`src/hdl/emfd_pkg.sv`:
```
// Shared types and constants for the echo matched-filter detector.
package emfd_pkg;

	// Command codes carried in the input tuser field.
	localparam logic [1:0] CMD_LOAD_TEMPLATE = 2'd0;
	localparam logic [1:0] CMD_LOAD_BUFFER   = 2'd1;
	localparam logic [1:0] CMD_START         = 2'd2;

	// Configuration register indexes.
	localparam logic [1:0] CFG_TEMPLATE_LENGTH  = 2'd0;
	localparam logic [1:0] CFG_BUFFER_LENGTH    = 2'd1;
	localparam logic [1:0] CFG_DETECT_THRESHOLD = 2'd2;
	localparam logic [1:0] CFG_MAX_ECHOES       = 2'd3;

	// Register reset values.
	localparam logic [13:0] TLEN_RESET = 14'd4410;
	localparam logic [16:0] BLEN_RESET = 17'd44100;
	localparam logic [19:0] THR_RESET  = 20'd6554;
	localparam logic [4:0]  MAXE_RESET = 5'd20;

	// Most echoes reported in one run.
	localparam logic [4:0] MAX_REPORT = 5'd20;

	// Amplitude format: unsigned Q4.16.
	localparam int AMP_W    = 20;
	localparam int AMP_FRAC = 16;

	// Sequencer states.
	typedef enum logic [3:0] {
		ST_IDLE,
		ST_INIT,
		ST_CORR,
		ST_DRAIN,
		ST_DIV,
		ST_DIVW,
		ST_EMIT,
		ST_SUB,
		ST_SDRAIN
	} state_t;

	// Status returned by the divider.
	typedef struct packed {
		logic done;
		logic rem_nz;
	} div_stat_t;

endpackage

```
`src/hdl/emfd_div.sv`:
```
// Restoring divider that forms the amplitude quotient one bit per cycle.
module emfd_div import emfd_pkg::*; #(
	parameter int DW = 67,
	parameter int QW = 18
) (
	input  logic          clk,
	input  logic          arst_n,
	input  logic          start,
	input  logic [DW-1:0] num,
	input  logic [DW-1:0] den,
	output logic [QW-1:0] q,
	output div_stat_t     stat
);

	localparam int CW = $clog2(QW + 1);

	logic          busy_q;
	logic          done_q;
	logic [CW-1:0] cnt_q;
	logic [DW-1:0] rem_q;
	logic [DW-1:0] dsh_q;
	logic [QW-1:0] q_q;

	// Control: a run of QW compare and subtract steps after start.
	always_ff @(posedge clk or negedge arst_n) begin
		if (!arst_n) begin
			busy_q <= 1'b0;
			done_q <= 1'b0;
			cnt_q  <= '0;
		end else begin
			done_q <= busy_q && (cnt_q == CW'(1));
			if (start) begin
				busy_q <= 1'b1;
				cnt_q  <= CW'(QW);
			end else if (busy_q) begin
				cnt_q <= cnt_q - CW'(1);
				if (cnt_q == CW'(1)) begin
					busy_q <= 1'b0;
				end
			end
		end
	end

	// Datapath: the quotient fits in QW bits, so the divisor starts QW-1 places up.
	always_ff @(posedge clk) begin
		if (start) begin
			rem_q <= num;
			dsh_q <= den << (QW - 1);
			q_q   <= '0;
		end else if (busy_q) begin
			if (rem_q >= dsh_q) begin
				rem_q <= rem_q - dsh_q;
				q_q   <= {q_q[QW-2:0], 1'b1};
			end else begin
				q_q   <= {q_q[QW-2:0], 1'b0};
			end
			dsh_q <= dsh_q >> 1;
		end
	end

	assign q           = q_q;
	assign stat.done   = done_q;
	assign stat.rem_nz = (rem_q != '0);

endmodule

```
`config.mk`:
```
export PLATFORM = sky130hd
export DESIGN_NAME = emfd_div
export DESIGN_NICKNAME = d
export VERILOG_FILES = /design/src/hdl/emfd_pkg.sv /design/src/hdl/emfd_div.sv
export SDC_FILE = /design/constraint.sdc
export NUM_CORES = 1
export LEC_CHECK = 0
export BUFFER_PORTS_ARGS = -buffer_cell sky130_fd_sc_hd__clkbuf_2
export CAP_MARGIN = 20
export CORE_UTILIZATION = 35
export CTS_BUF_LIST = sky130_fd_sc_hd__clkbuf_4 sky130_fd_sc_hd__clkbuf_8 sky130_fd_sc_hd__clkbuf_16
export DETAILED_ROUTE_END_ITERATION = 8
export GPL_ROUTABILITY_DRIVEN = 1
export GPL_TIMING_DRIVEN = 0
export PLACE_DENSITY = 0.54
export SYNTH_ARGS = -nofsm -noshare
export SYNTH_HDL_FRONTEND = slang
export SYNTH_SLANG_ARGS = --single-unit
```
`constraint.sdc`:
```
create_clock -name clk -period 9.01 [get_ports clk]
set_input_delay 1.802 -clock clk [delete_from_list [all_inputs] [get_ports clk]]
set_output_delay 1.802 -clock clk [all_outputs]
set_load 0.01 [all_outputs]
```
==> flow_metrics.env <==
export IMPL_drt_pass1_iter_count=7
export IMPL_root_buffer="clkbuf_16"
export IMPL_reg2reg_from="rem_q[43]"
export IMPL_path_max_fanout=14
export IMPL_die_area_sq_um=32550
export IMPL_grt_util_all_layers=0.2185
export IMPL_final_cells=1841
export IMPL_grt_ovfl_total=0
export IMPL_final_hold_viol_count=0
export IMPL_slew_headroom=0.3712
export IMPL_hold_start="q[17]"
export IMPL_fillers=3163
export IMPL_rows=64
export IMPL_wirelength_um=35070
export IMPL_die_y_um=180.4
export IMPL_core_area_sq_um=30990
export IMPL_powerDensity_nw_per_um2=334.7
export IMPL_drv_slew=0
export IMPL_syn_num_nets=1474
export IMPL_cts_hold_buf=0
export IMPL_clock_skew_ns=0.01604
export IMPL_wl_met1_um=16390
export IMPL_critPathArrivalTime_ns=4.68
export IMPL_cp_startpoint="rem_q[43]"
export IMPL_nNetsFinal=1639
export IMPL_path_class="flop to flop"
export IMPL_htree_num_levels=4
export IMPL_synth_edf_count=117
export IMPL_antenna_cells=0
export IMPL_grt_start_max_net_pins=37
export IMPL_place_congestion=0.9143
export IMPL_first_global_vias=9880
export IMPL_yosysUniqueCellTypes=75
export IMPL_async_flop_share=0.04403
export IMPL_clock_fmax_mhz=220.3
export IMPL_drtIter0Drc=744
export IMPL_vias=10140
export IMPL_setup_worst_path_end_class="flop"
export IMPL_antenna_found_initial=0
export IMPL_drive_above_1_share=0.1467
export IMPL_grt_pass1_wl_um=55170
export IMPL_setup_viol=0
export IMPL_yosysSeqAreaShare=0.3940
export IMPL_dp_hpwl_um=27570
export IMPL_rsz0062_at_grt="no"
export IMPL_syn_area_sq_um=11140
export IMPL_drc=0
export IMPL_dp_cells=1809
export IMPL_start_util=0.3595
export IMPL_total_power_w=0.004362
export IMPL_synth_cells=1267
export IMPL_wl_met3_um=1921
export IMPL_cts_buffers=17
export IMPL_worstHoldPathType="flop to flop"
export IMPL_wl_met2_um=15690
export IMPL_drt_antenna_violating_nets=0
export IMPL_ff_latch_area_sq_um=4389
export IMPL_clk_latency_ns=0.45
export IMPL_period_share=0.5037
export IMPL_leakagePower_nw=5.689
export IMPL_dominantRegCellSynth="edfxtp_1"
export IMPL_die_x_um=180.4
export IMPL_io_pins=157
export IMPL_multi_input_area_sq_um=6118
export IMPL_fin_crit_ns=4.538
export IMPL_status="finished, final reports clean"
export IMPL_drt_vias_per_instance=5.507
export IMPL_yosys_warnings=0
export IMPL_path_clk_slew_ns=0.07
export IMPL_clockBufferDepth=2
export IMPL_start_kind="flop"
export IMPL_irDropWorstVdd_uv=169.8
export IMPL_cts_tree="built"
export IMPL_area_delta_synth_final_pct=16.97
export IMPL_post_cts_buffers=0
export IMPL_cts_resized=0
export IMPL_routed_top_layer="met4"
export IMPL_io_buffer_count=138
export IMPL_maxCapViolations=0
export IMPL_wl_per_cell_um=19.05
export IMPL_critPathRequiredTime_ns=9.15
export IMPL_worstMarginPinSlew_ns=0.9432
export IMPL_cts_sinks=159
export IMPL_ys_ff_latch=159
export IMPL_avgSynthCellArea_sq_um=8.793
## layout by cell type, fill, tap and decap left out, drive strengths merged, types with 26 or more instances in the layout
cell,count
xnor2,27
clkbuf,211
buf,28
o31ai,55
mux2i,40
nand2,177
inv,103
edfxtp,117
nand4,26
ha,69
dfxtp,35
o21ai,93
a21o,38
a21oi,83
xor2,27
nor2,88
## layer usage
| metal | vias to the layer above | track usage |
|---|---|---|
| li1 | 4939 | - |
| met1 | 4795 | 0.2988 |
| met2 | 337 | 0.3474 |
| met3 | 68 | 0.03274 |
| met4 | 0 | 0.08239 |
| met5 | - | 0 |
## worst paths after layout
kind	depth (start not counted)	slack (ns)	end
min	2	0.50	q[17]
max	14	4.47	rem_q[33]
max reg2reg	14	4.47	rem_q[33]
max in group asynchronous	1	7.65	cnt_q[0]
min reg2reg	2	0.50	q[17]
min in group asynchronous	1	1.18	cnt_q[2]
## stage by stage
| step | area, sq um | setup slack [ns] | utilization | setup TNS (ns) | hold slack [ns] |
|---|---|---|---|---|---|
| 2_1_floorplan | 11140 | 2.400 | - | 0 | 0.4647 |
| 3_3_place_gp | 12330 | -0.3211 | 0.3978 | -21.13 | 0.4850 |
| 3_5_place_dp | 12450 | 4.275 | 0.4017 | 0 | 0.4953 |
| 4_1_cts | 13030 | 4.536 | 0.4205 | 0 | 0.5160 |
| 5_1_grt | 13030 | 4.272 | 0.4205 | 0 | 0.5516 |
| 6_report | 13030 | 4.472 | 0.4205 | 0 | 0.5040 |
## worst max-delay path: stages, from the launching register on
cell	delay, ns
edfxtp_1	0.44
ha_1	0.30
clkbuf_1	0.30
inv_1	0.17
nor3_1	0.32
nand3_1	0.19
nor4_1	0.34
a221oi_1	0.17
nand2b_1	0.22
a31oi_4	0.30
a21boi_1	0.16
o41ai_4	0.68
buf_8	0.24
buf_8	0.17
buf_6	0.20
## flip-flops by register name (all words and copies together), names as in the netlist
register,flops
busy_q,1
cnt_q,5
done_q,1
dsh_q,67
q,18
rem_q,67
## cell type report
cell class / count / area share
Inverter: 92 / 0.02650
Sequential cell: 159 / 0.3368
Multi-Input combinational cell: 942 / 0.4695
Clock buffer: 19 / 0.03649
Tap cell: 396 / 0.03802
Timing Repair Buffer: 146 / 0.06126
Clock inverter: 13 / 0.008257
Buffer: 74 / 0.02314
## kinds of logic (layout without fill, tap and decap cells)
logic type | count (synthesis) | after routing | synth area share
flops | 159 | 159 | 0.3940
simple gates | 406 | 406 | 0.1653
mux | 41 | 41 | 0.03695
xor+xnor | 54 | 54 | 0.04245
compound gates | 371 | 371 | 0.2239
fa+ha+maj | 70 | 70 | 0.07929
buf+inv | 166 | 344 | 0.05806
## power breakdown
part           switching (W)  total [W]  internal [W]
Clock               0.000347   0.000743      0.000395
Sequential          0.000144    0.00121       0.00107
Combinational        0.00149    0.00241      0.000916
## synth_stat cells, types with 6 or more instances
master / instances / share of area
nand2_1: 177 / 0.060
o31ai_1: 53 / 0.036
o21a_1: 6 / 0.0040
buf_1: 10 / 0.0034
a311oi_1: 6 / 0.0047
a21o_1: 38 / 0.026
and3_1: 14 / 0.0079
nor3_1: 22 / 0.0099
ha_1: 69 / 0.077
edfxtp_1: 117 / 0.32
o21ai_1: 12 / 0.0054
nand4_1: 26 / 0.015
o21bai_1: 20 / 0.013
or3_1: 8 / 0.0045
clkbuf_1: 53 / 0.018
a31oi_1: 6 / 0.0034
xnor2_1: 27 / 0.021
a21oi_1: 81 / 0.036
and2_1: 11 / 0.0062
nor4_1: 21 / 0.012
buf_2: 6 / 0.0027
inv_1: 91 / 0.031
dfrtp_1: 7 / 0.016
dfxtp_1: 35 / 0.063
a211oi_1: 11 / 0.0074
nand3_1: 22 / 0.0099
o211ai_1: 6 / 0.0040
xor2_1: 27 / 0.021
mux2i_1: 40 / 0.036
nor2_1: 87 / 0.029
o21ai_0: 77 / 0.035
Note: power is estimated with default switching activity, not from simulation.
