## config.mk

```make
export PLATFORM = sky130hd
export DESIGN_NAME = emfd_mul
export DESIGN_NICKNAME = d
export VERILOG_FILES = /design/src/hdl/emfd_pkg.sv /design/src/hdl/emfd_mul.sv
export SDC_FILE = /design/constraint.sdc
export NUM_CORES = 1
export LEC_CHECK = 0
export ABC_CLOCK_PERIOD_IN_PS = 9600
export BUFFER_PORTS_ARGS = -buffer_cell sky130_fd_sc_hd__buf_2
export CORE_AREA = 2 2 139 154
export CTS_BUF_LIST = sky130_fd_sc_hd__clkbuf_4 sky130_fd_sc_hd__clkbuf_8 sky130_fd_sc_hd__clkbuf_16
export DETAILED_ROUTE_END_ITERATION = 10
export DIE_AREA = 0 0 141 156
export PLACE_DENSITY_LB_ADDON = 0.15
export SLEW_MARGIN = 0
export SYNTH_ARGS = -nofsm -noshare
export SYNTH_HDL_FRONTEND = slang
export SYNTH_SLANG_ARGS = --single-unit
```

## constraint.sdc

```tcl
create_clock -name clk -period 9.6 [get_ports clk]
set_input_delay 2.88 -clock clk [delete_from_list [all_inputs] [get_ports clk]]
set_output_delay 2.88 -clock clk [all_outputs]
set_load 0.01 [all_outputs]
```

## src/hdl/emfd_pkg.sv

```systemverilog
// Shared types and constants for the echo matched-filter detector.
package emfd_pkg;

	// Command codes carried in the input tuser field.
	localparam logic [1:0] CMD_LOAD_TEMPLATE = 2'd0;
	localparam logic [1:0] CMD_LOAD_BUFFER   = 2'd1;
	localparam logic [1:0] CMD_START         = 2'd2;

	// Configuration register indexes.
	localparam logic [1:0] CFG_TEMPLATE_LENGTH  = 2'd0;
	localparam logic [1:0] CFG_BUFFER_LENGTH    = 2'd1;
	localparam logic [1:0] CFG_DETECT_THRESHOLD = 2'd2;
	localparam logic [1:0] CFG_MAX_ECHOES       = 2'd3;

	// Register reset values.
	localparam logic [13:0] TLEN_RESET = 14'd4410;
	localparam logic [16:0] BLEN_RESET = 17'd44100;
	localparam logic [19:0] THR_RESET  = 20'd6554;
	localparam logic [4:0]  MAXE_RESET = 5'd20;

	// Most echoes reported in one run.
	localparam logic [4:0] MAX_REPORT = 5'd20;

	// Amplitude format: unsigned Q4.16.
	localparam int AMP_W    = 20;
	localparam int AMP_FRAC = 16;

	// Sequencer states.
	typedef enum logic [3:0] {
		ST_IDLE,
		ST_INIT,
		ST_CORR,
		ST_DRAIN,
		ST_DIV,
		ST_DIVW,
		ST_EMIT,
		ST_SUB,
		ST_SDRAIN
	} state_t;

	// Status returned by the divider.
	typedef struct packed {
		logic done;
		logic rem_nz;
	} div_stat_t;

endpackage

```

## src/hdl/emfd_mul.sv

```systemverilog
// Shared registered signed multiplier used by correlation and subtraction.
module emfd_mul import emfd_pkg::*; #(
	parameter int AW = 21,
	parameter int BW = 16
) (
	input  logic                     clk,
	input  logic signed [AW-1:0]     a,
	input  logic signed [BW-1:0]     b,
	output logic signed [AW+BW-1:0]  p_s2
);

	// One product per cycle, registered before any further use.
	always_ff @(posedge clk) begin
		p_s2 <= a * b;
	end

endmodule

```

==> impl_summary.md, run 1 <==
Logic synthesis
Yosys mapped a number of flops with a built-in enable equal to 0. The cell area after synthesis is 0.0131 mm2. The number of distinct library cells after synthesis is 47.

A synthesized cell averages 9.07 um2. The number of warning messages in the yosys log is 0. Counting every instance in the synthesized netlist gives 1444. Counting flops and latches in the post-synthesis netlist gives 37.

The number of nets in the synthesized netlist is 1906. The share of flip-flops with an asynchronous set or reset is 0%. The share of the Yosys chip area taken by registers is 5.66%.

The dominant register cell in the synthesized netlist is dfxtp_1.

Finish
The proportion of layout cells with a drive suffix above 1 is 6.11%. The final standard cell area without fillers is 0.0137 mm2. The final net count is 1935. Cells fill 67.3% of the core in the end.

The register with the most flip-flops is p_s2. The register with the most flip-flops in the layout has 37 of them. The layout overhead on the synthesized area is 4.98%. Fill cells in the final layout number 1733. In the final layout, the registers with the most flip-flops are p_s2 x37.

The number of antenna diodes is 0.

Critical path
Following the worst setup path forward leads to its endpoint at p_s2[36]$_DFF_P_. The worst setup path startpoint is b[1]. The biggest fanout along the worst timing path is 21. The classification of the worst setup path is in2reg. The worst setup path is launched from an input port. The required time of the critical path is 9.82 ns. At the worst endpoint, the arrival time is 9.06 ns. The worst setup path is captured at a register.

Job
Max-cap violations in this run came to 0.

STA
Setup violations remaining at the end of the flow were counted as 0. The worst setup slack after layout is 0.754 ns. The max-slew violation total from the final report was 0. Based on the critical path, the design can be clocked at up to 113 MHz. The share of the clock period used by the worst path is 92.1%.

Measured against its own limit, the worst slew margin works out to 64.6%. For the pin with the worst max-slew slack, the measured transition is 0.531 ns. Setup repair after global routing left no endpoint under its margin. The hold violation count in the final report is 0. The final critical delay including setup and external delays is 8.85 ns. Summed over all failing endpoints, the final setup total negative slack is 0 ns.

Floorplan
75 I/O pins were placed. The initial core utilization is 64.1%. The initialized floorplan defines 55 standard-cell rows. The width of the die is 141 um.

The floorplan step defined a die boundary enclosing 0.0220 mm2. Measured along the y axis, the die boundary spans 156 um. The floorplan core area is 0.0204 mm2.

Outcome
The run finished with clean final reports.

Global routing
The total grt overflow is 0. The number of global-route vias before repair is 10168. The initial antenna violation count is 0.

The total routing usage reported by global routing is 30.7%. The global-route wire length before repair is 51.7 mm. Entering global routing, the biggest net connects 22 pins.

CTS
Hold repair after CTS inserted 0 buffers. The root buffer cell is clkbuf_16. The number of clock sinks is 37. The clock passes through at most 2 buffers. TritonCTS built the clock tree. The buffers inserted during post-CTS setup optimization is 0. The number of buffers created by CTS is 5.

The clock transition at the registers of the reported paths is 0.06 ns. The depth of the CTS H-tree is 2. Gates resized during post-CTS repair numbered 0.

Worst hold path
The instance count along the most critical hold path is 2. The path class of the tightest hold or removal check is in2reg.

Detailed routing
Before antenna repair, the detailed router went through 5 iterations. The post-route DRC violation count is 0. The total detailed-routing wirelength is 31.0 mm.

After detailed routing, the average wire length per cell comes to 17.9 um. The DRC violation total after the first TritonRoute iteration is 501. The detail route stage leaves a number of antenna-violating nets equal to 0. The detail-routed via count per cell is 5.45. The routed layout has 9423 vias.

Place
The count of buffers added on input and output ports is 74. The post-DP HPWL is 25.2 mm. The global placer's final weighted congestion is 0.929. The minimum setup slack after placement is 0.505 ns. The placed standard-cell area is 0.0136 mm2.
==> area by class of cell <==
class	instances	area [um2]	share of cell area, %
Clock buffer	6	139	1.01
Timing Repair Buffer	75	378	2.75
Tap cell	256	320	2.33
Sequential cell	37	741	5.39
Clock inverter	2	13.8	0.100
Inverter	410	1540	11.2
Multi-Input combinational cell	944	10600	77.2
==> placed cells by master, fill, tap and decap left out, drive strengths merged, types with 6 or more instances in the layout <==
| cell | n |
|---|---|
| nor2 | 27 |
| fa | 332 |
| nand2b | 6 |
| nand2 | 206 |
| clkbuf | 6 |
| dfxtp | 37 |
| inv | 409 |
| a21o | 17 |
| xnor2 | 30 |
| o21ai | 16 |
| a21oi | 27 |
| ha | 92 |
| xor2 | 12 |
| buf | 75 |
| and2 | 132 |
==> cell usage after synthesis (all sizes together), types with 4 or more instances <==
cell	number	share of area, %
inv	409	12
fa	332	51
nand2	206	5.9
and2	132	6.3
ha	92	8.8
clkbuf	52	1.5
dfxtp	37	5.7
xnor2	30	2.0
a21oi	27	1.0
nor2	27	0.77
a21o	17	0.98
o21ai	16	0.70
xor2	12	0.80
nand2b	6	0.29
and3	5	0.24
o21bai	4	0.23
==> kinds of logic after synthesis <==
kind of cell	share of synthesized area [%]
AOI/OAI and AO/OA	4.41
and+or+nand+nor	14.3
buffers and inverters	13.3
DFF	5.66
adders and majority gates	59.6
xor gates and xnor gates	2.81
==> layer usage <==
| metal | share of wire, % | track usage [%] | vias up | wire [um] |
|---|---|---|---|---|
| met1 | 35 | 37.1 | 4851 | 10900 |
| met4 | 5.3 | 13.1 | 0 | 1640 |
| li1 | - | - | 4161 | - |
| met2 | 54 | 56.3 | 326 | 16700 |
| met3 | 5.4 | 2.82 | 85 | 1660 |
| met5 | 0 | 0 | - | 0 |
==> per-stage QoR <==
| stage | hold slack, ns | cells |
|---|---|---|
| floorplan | 3.01 | 1444 |
| global placement | 3.27 | 1722 |
| detailed placement | 3.27 | 1722 |
| CTS | 3.01 | 1730 |
| global route | 3.03 | 1730 |
| finish | 3.01 | 1730 |
==> worst min path at each step <==
stage | start | end | slack (ns)
6_report | a[0] | p_s2[0]$_DFF_P_ | 3.01
4_1_cts | a[0] | p_s2[0]$_DFF_P_ | 3.01
5_1_grt | a[0] | p_s2[0]$_DFF_P_ | 3.03
3_5_place_dp | p_s2[8]$_DFF_P_ | p_s2[8] | 3.27
3_3_place_gp | p_s2[23]$_DFF_P_ | p_s2[23] | 3.27
2_1_floorplan | a[0] | p_s2[0]$_DFF_P_ | 3.01
==> worst max-delay path: stages <==
cell	delay [ns]
buf_2	0.42
nand2_1	0.19
inv_1	0.16
fa_1	0.48
fa_1	0.84
inv_1	0.17
fa_1	0.51
fa_1	0.56
fa_1	0.44
fa_1	0.49
inv_1	0.04
ha_1	0.34
a21o_1	0.20
a21o_1	0.17
a21oi_1	0.16
o21ai_0	0.19
a221oi_1	0.33
o31ai_1	0.12
a21oi_1	0.20
xnor2_1	0.14
Power of run 1 is left out: the tool's default activity adds up to more than one toggle a clock period on the data nets, which glitch-free logic cannot reach.
==> run 2, diff against run 1 <==
ABC_CLOCK_PERIOD_IN_PS = 9150   (was 9600)
CTS_CLUSTER_SIZE = 20   (was default)
clock period = 9.15 ns   (was 9.6 ns; I/O delays follow)
==> impl_summary.md, run 2 (synthesized netlist as in run 1, its figures left out) <==
Outcome
The flow ran to the end, and the final reports show no timing, DRC or antenna violations.

Detailed routing
The count of antenna-violating nets left after detailed routing is 0 (unchanged). The highest metal layer carrying signal wires in the routed design is met4. The total detailed-routing wirelength is 30.9 mm (-0.21%). The met1 wire length is 11.0 mm (+0.62%).

The final routed wire length divided by cell count is 17.8 um (-0.67%). The detail-routed via count per cell is 5.42 (-0.52%). The vias after detailed routing is 9417 (-0.064%). The detailed-routing iteration count for the pre-antenna-repair pass is 6 (+1). The total length of routed met3 wires is 1.62 mm (-2.6%). The post-route DRC violation count is 0 (unchanged). The DRC violation total after the first TritonRoute iteration is 448 (-11%).

The total length of routed met2 wires came to 16.8 mm (+0.33%).

Finish
The number of antenna diodes came to 0 (unchanged). The final net count came to 1943 (+0.41%). The largest registers in the layout are p_s2 x37. The register with the most flip-flops is p_s2. The most common cell after layout, fill and taps aside is inv_1. Relative to the synthesized area, the layout overhead comes to 5.58%. The top cell types in the final layout, fill and taps aside, are inv_1, fa_1, nand2_1. The filler-free cell count of the finished design is 1738 (+0.46%). The flip-flop count of the largest register after layout was 37 (unchanged). The proportion of layout cells with a drive suffix above 1 was 6.61% (+0.51 points). The final design utilization came to 67.6% (+0.39 points).

CTS
The maximum clock path buffer count was 2 (unchanged). The TritonCTS clock tree is built. The cell sitting at the root of the clock tree is a clkbuf_16.

The number of buffers created by CTS is 5 (unchanged). The depth of the CTS H-tree is 2 (unchanged). The buffers inserted during post-CTS setup optimization is 0 (unchanged). The clock transition at the registers of the reported paths came to 0.06 ns (about the same).

The number of clock sinks was 37 (unchanged). The quantity of gates resized following cts was 0 (unchanged). The total of hold buffers inserted after clock tree synthesis is 0 (unchanged).

Critical path
The biggest fanout along the worst timing path is 10 (-52%). The launching element type of the critical path is an input port. The top cell family by delay on the critical path is adder cells. The classification of the worst setup path is in2reg. The arrival time at the worst endpoint is 8.70 ns (-0.36 ns). The kind of end point of the critical path is a register. The highest-delay cell along the critical path is fa_1. The cell type with the highest occurrence count on the critical path is fa_1.

The critical path buffer and inverter count is 5 (+1). The delay of the slowest cell on the worst path is 0.60 ns (-0.24 ns). The required time of the critical path was 9.33 ns (-0.49 ns). Traced cell by cell, the critical path runs through buf_2 -> buf_4 -> nand2_1 -> fa_1 -> inv_1 -> fa_1 -> inv_1 -> fa_1 -> fa_1 -> fa_1 -> fa_1 -> inv_1 -> ha_1 -> a21oi_1 -> o21bai_1 -> a221oi_1 -> a21oi_1 -> o2111ai_1 -> a21boi_1 -> o21ai_1 -> a21oi_1 -> xor2_1.

Global routing
The global-route wire length before repair is 51.2 mm (-0.91%). The total routing usage reported by global routing is 30.3% (-0.42 points). The number of global-route vias before repair is 10230 (+0.61%). The initial antenna violation count is 0 (unchanged). The maximum number of pins on one net before global-route repair was 22 (unchanged).

The total grt overflow is 0 (unchanged).

Place
The global placer's final weighted congestion was 0.892 (-4.0%). The post-DP HPWL came to 25.9 mm (+2.7%). The number of port buffers is 74 (unchanged). The post-placement cell count was 1730 (+0.46%).

Floorplan
The floorplan core area was 0.0204 mm2 (unchanged). The initial core utilization is 64.1% (unchanged). The boundary pin count is 75 (unchanged). The width of the die is 141 um (unchanged). The y dimension of the die is 156 um (unchanged). The number of standard-cell rows in the floorplan is 55 (unchanged). The full die area is 0.0220 mm2 (unchanged).

Job
The count of maximum capacitance violations was 0 (unchanged).

Worst hold path
The path category of the worst min-delay check is in2reg. In this run the most critical hold path is launched from a[0]. For hold timing, the worst endpoint is p_s2[0]$_DFF_P_. The instance count along the most critical hold path came to 2 (unchanged).

STA
The max-slew violation total from the final report was 0 (unchanged). The hold violation count in the final report was 0 (unchanged). The share of the clock period used by the worst path is 93.1%. The final hold slack is 2.88 ns (-0.136 ns). The worst-case headroom to the max-slew limit came to 65.6% (+0.94 points). The setup violation total in the final timing report is 0 (unchanged). Setup repair after global routing left no endpoint under its margin. The worst path needs 8.52 ns of the cycle, external delays included. The transition time at the pin with the least slew margin is 0.515 ns (-0.0156 ns).

For this run, the top clock speed supported by timing is 117 MHz. The sum of negative setup slack is 0 ns (unchanged).
==> run 2: how the worst max path moves through the flow <==
stage | from | end | slack [ns] | cells after the start
after floorplan | b[4] | p_s2[36]$_DFF_P_ | 0.84 | 20
after global placement | a[20] | p_s2[31]$_DFF_P_ | 0.49 | 22
after detailed placement | b[2] | p_s2[33]$_DFF_P_ | 0.37 | 23
after CTS | b[2] | p_s2[33]$_DFF_P_ | 0.66 | 23
after global routing | b[7] | p_s2[33]$_DFF_P_ | 0.34 | 23
final | b[1] | p_s2[33]$_DFF_P_ | 0.63 | 22
==> run 2: layer usage <==
metal	up-vias	GRT usage (%)
li1	4176	-
met1	4820	35.7
met2	321	56.0
met3	100	3.16
met4	0	13.3
met5	-	0
==> run 2: stage by stage <==
step                      setup WS, ns  instance area [um2]
after floorplan                  0.838                13100
after global placement           0.493                13700
after detailed placement         0.367                13700
after CTS                        0.660                13800
after global routing             0.345                13800
final                            0.627                13800
==> run 2: final cells by class <==
class	count	area (um2)
multi-input cells	944	10600
inverters	410	1540
flip-flops and latches	37	741
clock buffers	5	125
fillers	1663	6610
clock inverters	3	46.3
well taps	256	320
repair buffers	83	438
Power of run 2 is left out for the same reason.
